**src/rtl/lpht_pkg.sv**
```systemverilog
// Shared types and codes for the linear probing hash table.
// No dependencies; imported by the top level and its checker.
package lpht_pkg;

   localparam int KEY_W          = 31;
   localparam int OP_W           = 2;
   localparam int STATUS_W       = 2;
   localparam int SLOT_INDEX_W   = 4;
   localparam int TABLE_SIZE_DEF = 16;

   // home slot: key times a fixed-point reciprocal, then the remainder
   localparam int MOD_STEPS = 2;
   localparam int MOD_CNT_W = (MOD_STEPS > 1) ? $clog2(MOD_STEPS) : 1;
   localparam int RECIP_W   = KEY_W + 1;
   localparam int PROD_W    = KEY_W + RECIP_W;

   // operation codes
   localparam logic [OP_W-1:0] OP_INSERT = 2'd0;
   localparam logic [OP_W-1:0] OP_REMOVE = 2'd1;
   localparam logic [OP_W-1:0] OP_SEARCH = 2'd2;

   // result status codes
   localparam logic [STATUS_W-1:0] ST_DONE     = 2'd0;
   localparam logic [STATUS_W-1:0] ST_NOTFOUND = 2'd1;
   localparam logic [STATUS_W-1:0] ST_FULL     = 2'd2;

   // slot marks
   localparam logic [1:0] SLOT_EMPTY    = 2'd0;
   localparam logic [1:0] SLOT_OCCUPIED = 2'd1;
   localparam logic [1:0] SLOT_DELETED  = 2'd2;

   typedef struct packed {
      logic [OP_W-1:0]  op;
      logic [KEY_W-1:0] key;
   } req_type;

   typedef struct packed {
      logic [STATUS_W-1:0]     status;
      logic [SLOT_INDEX_W-1:0] slot_index;
   } rsp_type;

   typedef struct packed {
      logic [1:0]       mark;
      logic [KEY_W-1:0] key;
   } slot_entry_type;

   typedef enum logic [2:0] {
      S_CLEAR,
      S_IDLE,
      S_HASH,
      S_PROBE,
      S_RESP
   } lpht_state_type;

endpackage

```
**src/rtl/linear_probe_hash_table.sv**
```systemverilog
// Open-addressed hash table with linear probing, insert / remove / search.
// Depends on lpht_pkg; slot table is one internal synchronous memory.
//
//   channel  dir  handshake              beat
//   req      in   req_valid / req_stall  req_data  (op, key)
//   rsp      out  rsp_valid / rsp_stall  rsp_data  (status, slot_index)
//
// After reset a clearing pass marks every slot empty, with req_stall high.
// An item holds the block through P probes (1..TABLE_SIZE): it is taken in
// S_IDLE, finds the home slot in S_HASH (reciprocal multiply, then remainder),
// makes one memory read per probe in S_PROBE and posts the result in S_RESP.
// The single memory read port sets the probe rate. An unused op code goes
// from S_IDLE straight to S_RESP.
// rsp is a register: a stalled beat holds; the table keeps its answer in
// S_RESP until the output register frees up.
module linear_probe_hash_table #(
   parameter int TABLE_SIZE = lpht_pkg::TABLE_SIZE_DEF
) (
   input  logic              clock,
   input  logic              reset,
   input  logic              req_valid,
   output logic              req_stall,
   input  lpht_pkg::req_type req_data,
   output logic              rsp_valid,
   input  logic              rsp_stall,
   output lpht_pkg::rsp_type rsp_data
);
   import lpht_pkg::*;

   localparam int SLOT_W  = $clog2(TABLE_SIZE);
   localparam int SHIFT_W = KEY_W + SLOT_W;
   // ceil(2^SHIFT_W / TABLE_SIZE); the quotient taken from it is exact for any key
   localparam logic [63:0] RECIP_WIDE =
      ((64'd1 << SHIFT_W) + 64'(TABLE_SIZE - 1)) / 64'(TABLE_SIZE);
   localparam logic [RECIP_W-1:0] RECIP = RECIP_WIDE[RECIP_W-1:0];

   // slot memory: mark and key together, one read and one write port
   slot_entry_type mem [TABLE_SIZE];

   lpht_state_type state_ff, state_in;

   logic [OP_W-1:0]      op_ff, op_in;
   logic [KEY_W-1:0]     key_ff, key_in;
   logic [PROD_W-1:0]    prod_ff, prod_in;
   logic [MOD_CNT_W-1:0] mod_cnt_ff, mod_cnt_in;
   logic [SLOT_W-1:0]    pos_ff, pos_in;        // probe slot, also clear address
   logic [SLOT_W-1:0]    probe_cnt_ff, probe_cnt_in;
   rsp_type              res_ff, res_in;
   slot_entry_type       rd_data_ff;
   logic                 rsp_valid_ff, rsp_valid_in;
   rsp_type              rsp_data_ff, rsp_data_in;

   logic                 accept;
   logic                 out_free;
   logic                 hash_last;
   logic                 pos_last;
   logic                 probe_last;
   logic [SLOT_W-1:0]    pos_inc;
   logic [SLOT_W-1:0]    quot_lo;
   logic [SLOT_W-1:0]    rem_next;
   logic [SLOT_W+3:0]    pos_wide;

   logic                 probe_done;
   logic                 probe_wr;
   slot_entry_type       probe_wr_data;
   rsp_type              probe_res;

   logic                 wr_en;
   logic [SLOT_W-1:0]    wr_addr;
   slot_entry_type       wr_data;
   logic [SLOT_W-1:0]    rd_addr;
   logic                 rsp_load;

   assign accept     = req_valid && !req_stall;
   assign out_free   = !rsp_valid_ff || !rsp_stall;
   assign hash_last  = (mod_cnt_ff == MOD_CNT_W'(MOD_STEPS - 1));
   assign pos_last   = (pos_ff == SLOT_W'(TABLE_SIZE - 1));
   assign probe_last = (probe_cnt_ff == SLOT_W'(TABLE_SIZE - 1));
   assign pos_inc    = pos_last ? '0 : pos_ff + SLOT_W'(1);
   assign pos_wide   = {4'b0000, pos_ff};

   // key mod TABLE_SIZE = key - quotient * TABLE_SIZE; the remainder is below
   // TABLE_SIZE, so the low SLOT_W bits of the difference are enough
   assign quot_lo  = prod_ff[SHIFT_W +: SLOT_W];
   assign rem_next = key_ff[SLOT_W-1:0] - quot_lo * SLOT_W'(TABLE_SIZE);

   // judge the slot whose entry sits in rd_data_ff (slot pos_ff)
   always_comb begin
      probe_done    = 1'b0;
      probe_wr      = 1'b0;
      probe_wr_data = rd_data_ff;
      probe_res     = '{status: ST_NOTFOUND, slot_index: '0};
      if (op_ff == OP_INSERT) begin
         if (rd_data_ff.mark != SLOT_OCCUPIED) begin
            probe_done    = 1'b1;
            probe_wr      = 1'b1;
            probe_wr_data = '{mark: SLOT_OCCUPIED, key: key_ff};
            probe_res     = '{status: ST_DONE, slot_index: pos_wide[3:0]};
         end else if (probe_last) begin
            probe_done = 1'b1;
            probe_res  = '{status: ST_FULL, slot_index: '0};
         end
      end else begin
         if (rd_data_ff.mark == SLOT_EMPTY) begin
            probe_done = 1'b1;
         end else if (rd_data_ff.mark == SLOT_OCCUPIED && rd_data_ff.key == key_ff) begin
            probe_done    = 1'b1;
            probe_wr      = (op_ff == OP_REMOVE);
            probe_wr_data = '{mark: SLOT_DELETED, key: rd_data_ff.key};
            probe_res     = '{status: ST_DONE, slot_index: pos_wide[3:0]};
         end else if (probe_last) begin
            probe_done = 1'b1;
         end
      end
   end

   // next state
   always_comb begin
      state_in = state_ff;
      case (state_ff)
         S_CLEAR: begin
            if (pos_last) state_in = S_IDLE;
         end
         S_IDLE: begin
            if (accept) begin
               if (req_data.op inside {OP_INSERT, OP_REMOVE, OP_SEARCH}) begin
                  state_in = S_HASH;
               end else begin
                  state_in = S_RESP;
               end
            end
         end
         S_HASH: begin
            if (hash_last) state_in = S_PROBE;
         end
         S_PROBE: begin
            if (probe_done) state_in = S_RESP;
         end
         S_RESP: begin
            if (out_free) state_in = S_IDLE;
         end
         default: state_in = S_CLEAR;
      endcase
   end

   // state outputs
   always_comb begin
      req_stall = 1'b1;
      wr_en     = 1'b0;
      wr_addr   = pos_ff;
      wr_data   = probe_wr_data;
      rd_addr   = pos_inc;
      rsp_load  = 1'b0;
      case (state_ff)
         S_CLEAR: begin
            wr_en   = 1'b1;
            wr_data = '{mark: SLOT_EMPTY, key: '0};
         end
         S_IDLE: begin
            req_stall = 1'b0;
         end
         S_HASH: begin
            rd_addr = rem_next;   // home slot read, lands as the first probe
         end
         S_PROBE: begin
            wr_en = probe_done && probe_wr;
         end
         S_RESP: begin
            rsp_load = out_free;
         end
         default: begin
            req_stall = 1'b1;
         end
      endcase
   end

   // datapath next values
   always_comb begin
      op_in        = op_ff;
      key_in       = key_ff;
      mod_cnt_in   = mod_cnt_ff;
      pos_in       = pos_ff;
      probe_cnt_in = probe_cnt_ff;
      res_in       = res_ff;
      // 31 x 32 bit product, valid in the cycle after key_ff settles
      prod_in      = PROD_W'(key_ff) * PROD_W'(RECIP);
      if (state_ff == S_CLEAR) begin
         pos_in = pos_inc;
      end
      if (accept) begin
         op_in      = req_data.op;
         key_in     = req_data.key;
         mod_cnt_in = '0;
         res_in     = '{status: ST_NOTFOUND, slot_index: '0};
      end
      if (state_ff == S_HASH) begin
         mod_cnt_in = mod_cnt_ff + MOD_CNT_W'(1);
         if (hash_last) begin
            pos_in       = rem_next;
            probe_cnt_in = '0;
         end
      end
      if (state_ff == S_PROBE) begin
         if (probe_done) begin
            res_in = probe_res;
         end else begin
            pos_in       = pos_inc;
            probe_cnt_in = probe_cnt_ff + SLOT_W'(1);
         end
      end
      rsp_valid_in = rsp_load || (rsp_valid_ff && rsp_stall);
      rsp_data_in  = rsp_load ? res_ff : rsp_data_ff;
   end

   always_ff @(posedge clock) begin
      if (reset) begin
         state_ff     <= S_CLEAR;
         pos_ff       <= '0;
         rsp_valid_ff <= 1'b0;
      end else begin
         state_ff     <= state_in;
         pos_ff       <= pos_in;
         rsp_valid_ff <= rsp_valid_in;
      end
   end

   always_ff @(posedge clock) begin
      op_ff        <= op_in;
      key_ff       <= key_in;
      prod_ff      <= prod_in;
      mod_cnt_ff   <= mod_cnt_in;
      probe_cnt_ff <= probe_cnt_in;
      res_ff       <= res_in;
      rsp_data_ff  <= rsp_data_in;
   end

   // slot memory, read data registered
   always_ff @(posedge clock) begin
      if (wr_en) begin
         mem[wr_addr] <= wr_data;
      end
      rd_data_ff <= mem[rd_addr];
   end

   assign rsp_valid = rsp_valid_ff;
   assign rsp_data  = rsp_data_ff;

endmodule

```
**config.mk**
```make
export PLATFORM = sky130hd
export DESIGN_NAME = linear_probe_hash_table
export DESIGN_NICKNAME = d
export VERILOG_FILES = /design/src/rtl/lpht_pkg.sv /design/src/rtl/linear_probe_hash_table.sv
export SDC_FILE = /design/constraint.sdc
export NUM_CORES = 1
export LEC_CHECK = 0
export ABC_CLOCK_PERIOD_IN_PS = 13300
export BUFFER_PORTS_ARGS = -buffer_cell sky130_fd_sc_hd__buf_2
export CORE_MARGIN = 4
export CORE_UTILIZATION = 45
export CTS_BUF_LIST = sky130_fd_sc_hd__clkbuf_4 sky130_fd_sc_hd__clkbuf_8
export CTS_CLUSTER_DIAMETER = 40
export DETAILED_ROUTE_END_ITERATION = 10
export PLACE_DENSITY_LB_ADDON = 0.15
export SLEW_MARGIN = 15
export SYNTH_ARGS = -nofsm -noshare
export SYNTH_HDL_FRONTEND = slang
export SYNTH_SLANG_ARGS = --single-unit
```
**constraint.sdc**
```tcl
create_clock -name clock -period 13.3 [get_ports clock]
set_input_delay 0 -clock clock [delete_from_list [all_inputs] [get_ports clock]]
set_output_delay 0 -clock clock [all_outputs]
set_load 0.01 [all_outputs]
```
After elaboration in Yosys (flattened, before gate mapping)

Memories as Yosys holds them, arrays and structs flattened. A register that Yosys moved wholly into a read port is not among the register bits.
Index checks and enable logic that the tools add are counted.

Add/subtract/negate cells: 3
$mul: 0
Divide/modulo/power cells: 0
Magnitude comparators: 0
Equality and inequality tests: 17
Shift-type cells: 0
Muxes and demuxes: 47
Bitwise gates (word level): 0
Reductions and logical operators: 15

Operators by type and width:

| kind                  | count |
|---|---|
| $mux W33              | 5 |
| $mux W4               | 11 |
| $mux W6               | 6 |
| $eq A31 B31 Y1        | 1 |
| $mux W3               | 6 |
| $mux W1               | 15 |
| $pmux W3 S5           | 1 |
| $mux W5               | 2 |
| $ne A2 B2 Y1 const B  | 5 |
| $add A4 B1 Y4 const B | 2 |
| $eq A4 B4 Y1 const B  | 2 |
| $eq A2 B1 Y1 const B  | 3 |
| $eq A3 B2 Y1 const B  | 2 |
| $logic_not A2 Y1      | 3 |
| $reduce_and A5 Y1     | 1 |
| $logic_and A1 B1 Y1   | 4 |
| $eq A3 B1 Y1 const B  | 1 |
| $eq A3 B3 Y1 const B  | 1 |
| $logic_not A3 Y1      | 1 |
| $reduce_bool A3 Y1    | 1 |
| $eq A2 B2 Y1 const B  | 1 |
| $logic_not A1 Y1      | 2 |
| $logic_or A1 B1 Y1    | 2 |
| $ne A2 B1 Y1 const B  | 1 |
| other kinds (3)       | 3 |

Register bits after elaboration: 58
Bits in latches: 0
Memory bits (writable): 528
Memory bits (read-only): 0
Input port bits: 37
Output and inout port bits: 8
Logic and storage cells: 94
Memories kept: 1

Memories:

| name | words | bits a word | read ports | clocked after Yosys merged registers in | wr ports | line                          | source |
|---|---|---|---|---|---|---|---|
| mem  | 16    | 33          | 1          | 1                                       | 1        | linear_probe_hash_table.sv:38 | `slot_entry_type mem [TABLE_SIZE];` |

Depth between registers and ports, before layout

Depth after elaboration: 9
Gate-level depth with buffers: 10
Mapped depth without buffers: 7

Least setup slack after synthesis

Ideal clock, no wire load.

Path type: register to register
Start point: register key_ff[2]
End point: memory mem[3][0] in the netlist's numbering, enable pin
Setup time: 0.506 ns
Arrival: 4.585 ns
Required time: 12.794 ns
Slack: 8.209 ns
Stages on the path, launching flop included: 8
Buffers on the path: 1
Clock period less this slack: 5.091 ns
Path through: edfxtp_1 -> buf_2 -> xor2_1 -> nor4_1 -> nand4_1 -> nor2_1 -> a221oi_2 -> nor4_1

Cells in the longest elaborated chain, start to end: 9
Elaborated cells between the ends (all ways): 12
Classes of those cells: eq/ne (1); mux (9); reduce/logical (2)

RTL lines:

| item                              | line                           | source |
|---|---|---|
| start: declaration                | linear_probe_hash_table.sv:43  | `logic [KEY_W-1:0] key_ff, key_in;` |
| start signal: assignment          | linear_probe_hash_table.sv:229 | `key_ff <= key_in;` |
| $eq A31 B31 Y1 (*)                | linear_probe_hash_table.sv:106 | `end else if (rd_data_ff.mark == SLOT_OCCUPIED && rd_data_ff.key == key_ff) begin` |
| $logic_and A1 B1 Y1 (*)           | linear_probe_hash_table.sv:106 |  |
| $mux W1                           | linear_probe_hash_table.sv:106 |  |
| $mux W1                           | linear_probe_hash_table.sv:104 | `if (rd_data_ff.mark == SLOT_EMPTY) begin` |
| $mux W1                           | linear_probe_hash_table.sv:93  | `if (op_ff == OP_INSERT) begin` |
| $logic_and A1 B1 Y1 (*)           | linear_probe_hash_table.sv:166 | `wr_en = probe_done && probe_wr;` |
| $pmux W1 S2 (*)                   | linear_probe_hash_table.sv:154 | `case (state_ff)` |
| $mux W1 (*)                       | linear_probe_hash_table.sv:239 | `if (wr_en) begin` |
| $mux W1 (not written as such) (*) | linear_probe_hash_table.sv:240 | `mem[wr_addr] <= wr_data;` |
| end: declaration                  | linear_probe_hash_table.sv:38  |  |

Mark *: on every way between the ends. The rest lies on a longest branch, timed or not.

Worst setup path in the final report

Start point: register state_ff[0]
End point: register rd_data_ff[16] (netlist name)

Cells in the longest elaborated chain, start to end: 2

RTL lines:

| item                     | line                           | source |
|---|---|---|
| start: declaration       | linear_probe_hash_table.sv:40  | `lpht_state_type state_ff, state_in;` |
| start signal: assignment | linear_probe_hash_table.sv:221 | `state_ff <= state_in;` |
| $eq A3 B2 Y1             | linear_probe_hash_table.sv:154 |  |
| $mux W4                  | linear_probe_hash_table.sv:154 |  |

No other way between the ends.
A chain may end at the register's enable or synchronous reset.

==> flow_results.org <==
** Synthesis
- Sequential elements use between 70% and 80% of the synthesized area.
- Simple-gate share of the synthesized area :: 3.84%
- Largest area contributor in the synthesized netlist :: edfxtp_1
- Fraction of the mapped netlist area in compound gates :: under 10%
- Synthesis handed over a netlist of about 1400 instances.
- A synthesized cell averages 17.0 um2.
- Synthesized netlist net count :: between 1000 and 1500
- Ranking of synthesized cells by area :: edfxtp_1, mux2_2, mux2i_1, dfxtp_1, a221oi_1
- Adder-Cell Fraction of Synth Area :: less than 1%
- Register bit count reported by yosys :: 619
- During synthesis, Yosys emitted a total of 0 warnings.
- Multiplexer cells account for a little under an eighth of the synthesized area.
- Area share of the leading cell type in the synthesized netlist :: a little over two thirds
- Post-Syn Area :: 0.0244 mm2
- Post-synth ARST share :: 0%
- Top_reg_cell synth :: edfxtp_1
- After Yosys synthesis, XOR and XNOR cells account for 1.22% of the synthesized area.
- After synthesis, the largest family of logic cells by area is multiplexers.
- Count of flip-flops with a built-in enable after synthesis :: roughly 570
- Count of distinct cell types in the synthesized netlist :: 61

** CTS
- The clock passes through at most 3 buffers.
- In this run, post-CTS hold repair placed 64 buffers.
- Gates resized during post-CTS repair numbered 0.
- The root buffer cell chosen for the clock tree is clkbuf_8.
- At the later pin of the worst-skew pair, clock insertion delay measures 680 ps.
- Number of buffers created by CTS :: roughly 110
- Clock-pin slew was measured on the worst setup and hold paths at 60 ps.
- Clock sinks :: around 620
- Setup Fix Bufs, Post-CTS :: 0
- H-tree levels :: 3
- TritonCTS built the clock tree.

** Detailed routing
- After the first detailed-routing iteration, the DRC count stood at between 1000 and 1500.
- Drt wl/cell :: about 25 um
- In the routed design, unresolved DRC markers number 0.
- Using the TritonRoute via totals, the vias-per-cell ratio works out to 5.60.
- Total number of vias :: roughly 13000
- Number of nets with antenna violations after routing :: 0
- Detailed Routing Iterations Pass 1 :: 5
- Wires add up to ~61 mm.

** Die
- Area of the placeable core :: ~0.054 mm2
- Die X :: ~240 um
- Vertical die dimension :: approximately 240 um
- Pin placement for this block handled 45 I/O pins.
- The die covers a little under 0.06 mm2.
- The initialized floorplan defines 85 standard-cell rows.
- Once the floorplan was initialized, standard cells occupied a little under half of the core.

** Critical path
- Source of the worst register-to-register timing path :: state_ff[0]
- Critical path's largest stage delay :: 870 ps
- STA classifies the critical path endpoint as a flip-flop.
- End of the worst register-to-register path :: rd_data_ff[16]
- Walking the worst path, the cells encountered are or3b_1, mux2i_4, buf_4, buf_12, buf_4, mux2_2, a221oi_1, nand2_1.
- Kind of critical path :: reg -> reg
- Measured in cells, the most critical reg-to-reg path has a length of 8.
- Data on the critical path is required at its endpoint by around 14000 ps.
- For the worst setup path, the data arrival time is 5460 ps.
- Setup slack on the worst flop-to-flop path :: 8380 ps
- Following the worst setup path forward leads to its endpoint at rd_data_ff[16].
- The kind of cell with the highest combined delay along the critical path is buffers and inverters.
- Crit path launch :: state_ff[0]
- In this run the worst path has a maximum fanout of 168.
- Levels on crit path :: 8
- Crit-path slowest cell :: buf_4
- STA classifies the critical path startpoint as a flip-flop.
- Cell mode on critical path :: buf_4
- Worst path buffer plus inverter count :: 3

** Flow run
- Reported max-cap violation count :: 0

** STA
- Minimum period implied by the final worst setup slack :: between 4000 and 5000 ps
- Setup violations remaining at the end of the flow were counted as 0.
- Setup slack after layout :: between 8000 and 9000 ps
- Final hold violations :: 0
- Setup repair after global routing missed its margin :: false
- Based on the critical path, the design can be clocked at up to about 200 MHz.
- Slew at the pin closest to its max-slew limit :: ~1100 ps
- The count of pins over their slew limit came to 0.
- Across the routed clock network, the largest skew measured is approximately 28 ps.
- In the final timing run, aggregate negative setup slack is 0 ps.
- In this run the tightest slew margin relative to its limit is a little under a quarter.
- Of the available clock period, the critical path in the final layout requires between 30% and 40%.

** Pwr
- Clock group share of total power :: 40.2%
- Cell-internal power :: between 3 and 4 mW
- Of the total power, combinational logic draws a little under a tenth.
- Power Density :: 158 mW/mm2
- Summed over all cells, the static leakage comes to ~9.3 nW.
- Power share of the sequential group :: ~50%
- Switching power summed over all nets :: between 1 and 1.5 mW
- Across the VDD grid, the largest voltage drop is roughly 86 uV.
- Net switching is ~24% of the power.

** Global route
- Global routing used a little over a fifth of the available tracks.
- Entering global routing, the biggest net connects about 170 pins.
- Global-route wire length before repair :: between 80 and 90 mm
- The via count of the first global-routing pass is around 14000.
- Summed over all layers, the global routing overflow is 0.
- The number of antenna violations at the first check in global routing is 1.

** Run status
- Status :: complete, no violations

** Min path
- Class of the tightest hold or removal check :: in -> reg
- Hold-critical path depth :: 2

** Place
- Placer's final routability congestion estimate :: roughly 0.75
- The count of buffers added on input and output ports is 44.
- Once detailed placement completed, the half-perimeter wirelength came to a little under 30 mm.
- Before CTS, the worst setup slack after placement is between 8000 and 9000 ps.

** Finish
- Register area :: 0.0181 mm2
- The net count of the finished layout is 1647.
- Layout Area Growth over Synthesis :: 16.4%
- After filler insertion, the fill cell instance count of the layout stands at about 4400.
- In the final layout, the multi-input gates occupy 0.00598 mm2.
- Once layout is complete, the utilization of the core stands at 52.8%.
- Layout cells sized above 1 :: between 20% and 30%
kinds of logic after synthesis:
| logic type | after synthesis |
|---|---|
| flip-flops | 619 |
| multiplexers | 268 |
| AO/OA/AOI/OAI | 214 |
| AND/OR/NAND/NOR | 209 |
| buffers and inverters | 83 |
| XOR/XNOR | 34 |
| adder cells (fa/ha/maj) | 5 |
power by group through the flow:
stage               registers (mW)  clock network [mW]  logic, mW
floorplan                     2.28                   0      0.272
global placement              2.28                   0      0.417
detailed placement            2.29                   0      0.419
CTS                           2.25                1.84      0.435
global route                  2.25                1.93      0.462
finish                        2.25                1.80      0.429
worst min-delay path by stage:
stage | startpoint | end
2_1_floorplan | req_data[0] | key_ff[0]
3_3_place_gp | req_data[27] | key_ff[27]
3_5_place_dp | req_data[17] | key_ff[17]
4_1_cts | req_data[7] | key_ff[7]
5_1_grt | req_data[24] | key_ff[24]
6_report | req_data[7] | key_ff[7]
metal layers:
layer  track usage, %  wire (um)
met5                0          0
met3             3.46       3250
met2             36.3      30500
met4             7.12       1470
met1             27.8      25700
registers in the layout (all words and copies together) (netlist names):
name / flops
key_ff: 31
mem: 528
rsp_valid: 1
res_ff: 6
pos_ff: 4
hash_last: 1
state_ff: 3
op_ff: 2
rsp_data: 6
rd_data_ff: 33
probe_cnt_ff: 4
worst reg2reg max path: stages (launching register included):
cell and delay, ps:
dfxtp_1 500, or3b_1 720, mux2i_4 330, buf_4 520, buf_12 820, buf_4 1020
mux2_2 460, a221oi_1 320, nand2_1 110
per-stage QoR:
step	total power, mW	instances	instance area, um2	hold slack [ps]
after CTS	4.52	2390	28400	8.29
after detailed placement	2.70	2127	25400	178
after global routing	4.65	2392	28400	35.8
after floorplan	2.55	1432	24400	98.9
after global placement	2.70	2127	25400	178
final	4.47	2392	28400	64.5
layout make-up:
class / instances / area share, %
Tap cell: 696 / 3.07
Timing Repair Buffer: 142 / 3.98
Multi-Input combinational cell: 730 / 21.1
Clock buffer: 160 / 6.86
Antenna cell: 1 / 0.00882
Clock inverter: 39 / 1.21
Inverter: 5 / 0.0662
Sequential cell: 619 / 63.7
cell usage in the layout, fill, tap and decap left out, types with 42 or more instances in the layout:
master / count
edfxtp_1: 568
dlygate4sd3_1: 64
mux2_2: 123
clkbuf_4: 42
buf_2: 44
nand2_1: 122
dfxtp_1: 51
a21oi_1: 44
a221oi_1: 64
clkbuf_8: 119
o22ai_1: 66
mux2i_1: 134
cell usage after synthesis (all sizes together) (2+ instances only):
library cell and n:
and4b 2, nor4b 3, a211o 2, nor3b 2, o31a 2, or3 2
nand3 8, xor2 33, a21oi 45, nand4 4, mux2i 136, dfxtp 51
o31ai 2, nor2b 5, a41oi 4, inv 5, or2 2, o21ai 3
and2 2, nor3 6, mux2 132, a211oi 4, nor4 9, a31oi 2
nand2b 3, a32o 4, ha 5, o211ai 2, nor2 35, o221ai 2
buf 57, clkbuf 21, o22ai 66, nand2 122, a221oi 67, a31o 2
edfxtp 568
No activity file was read; power rests on OpenSTA's default activity.
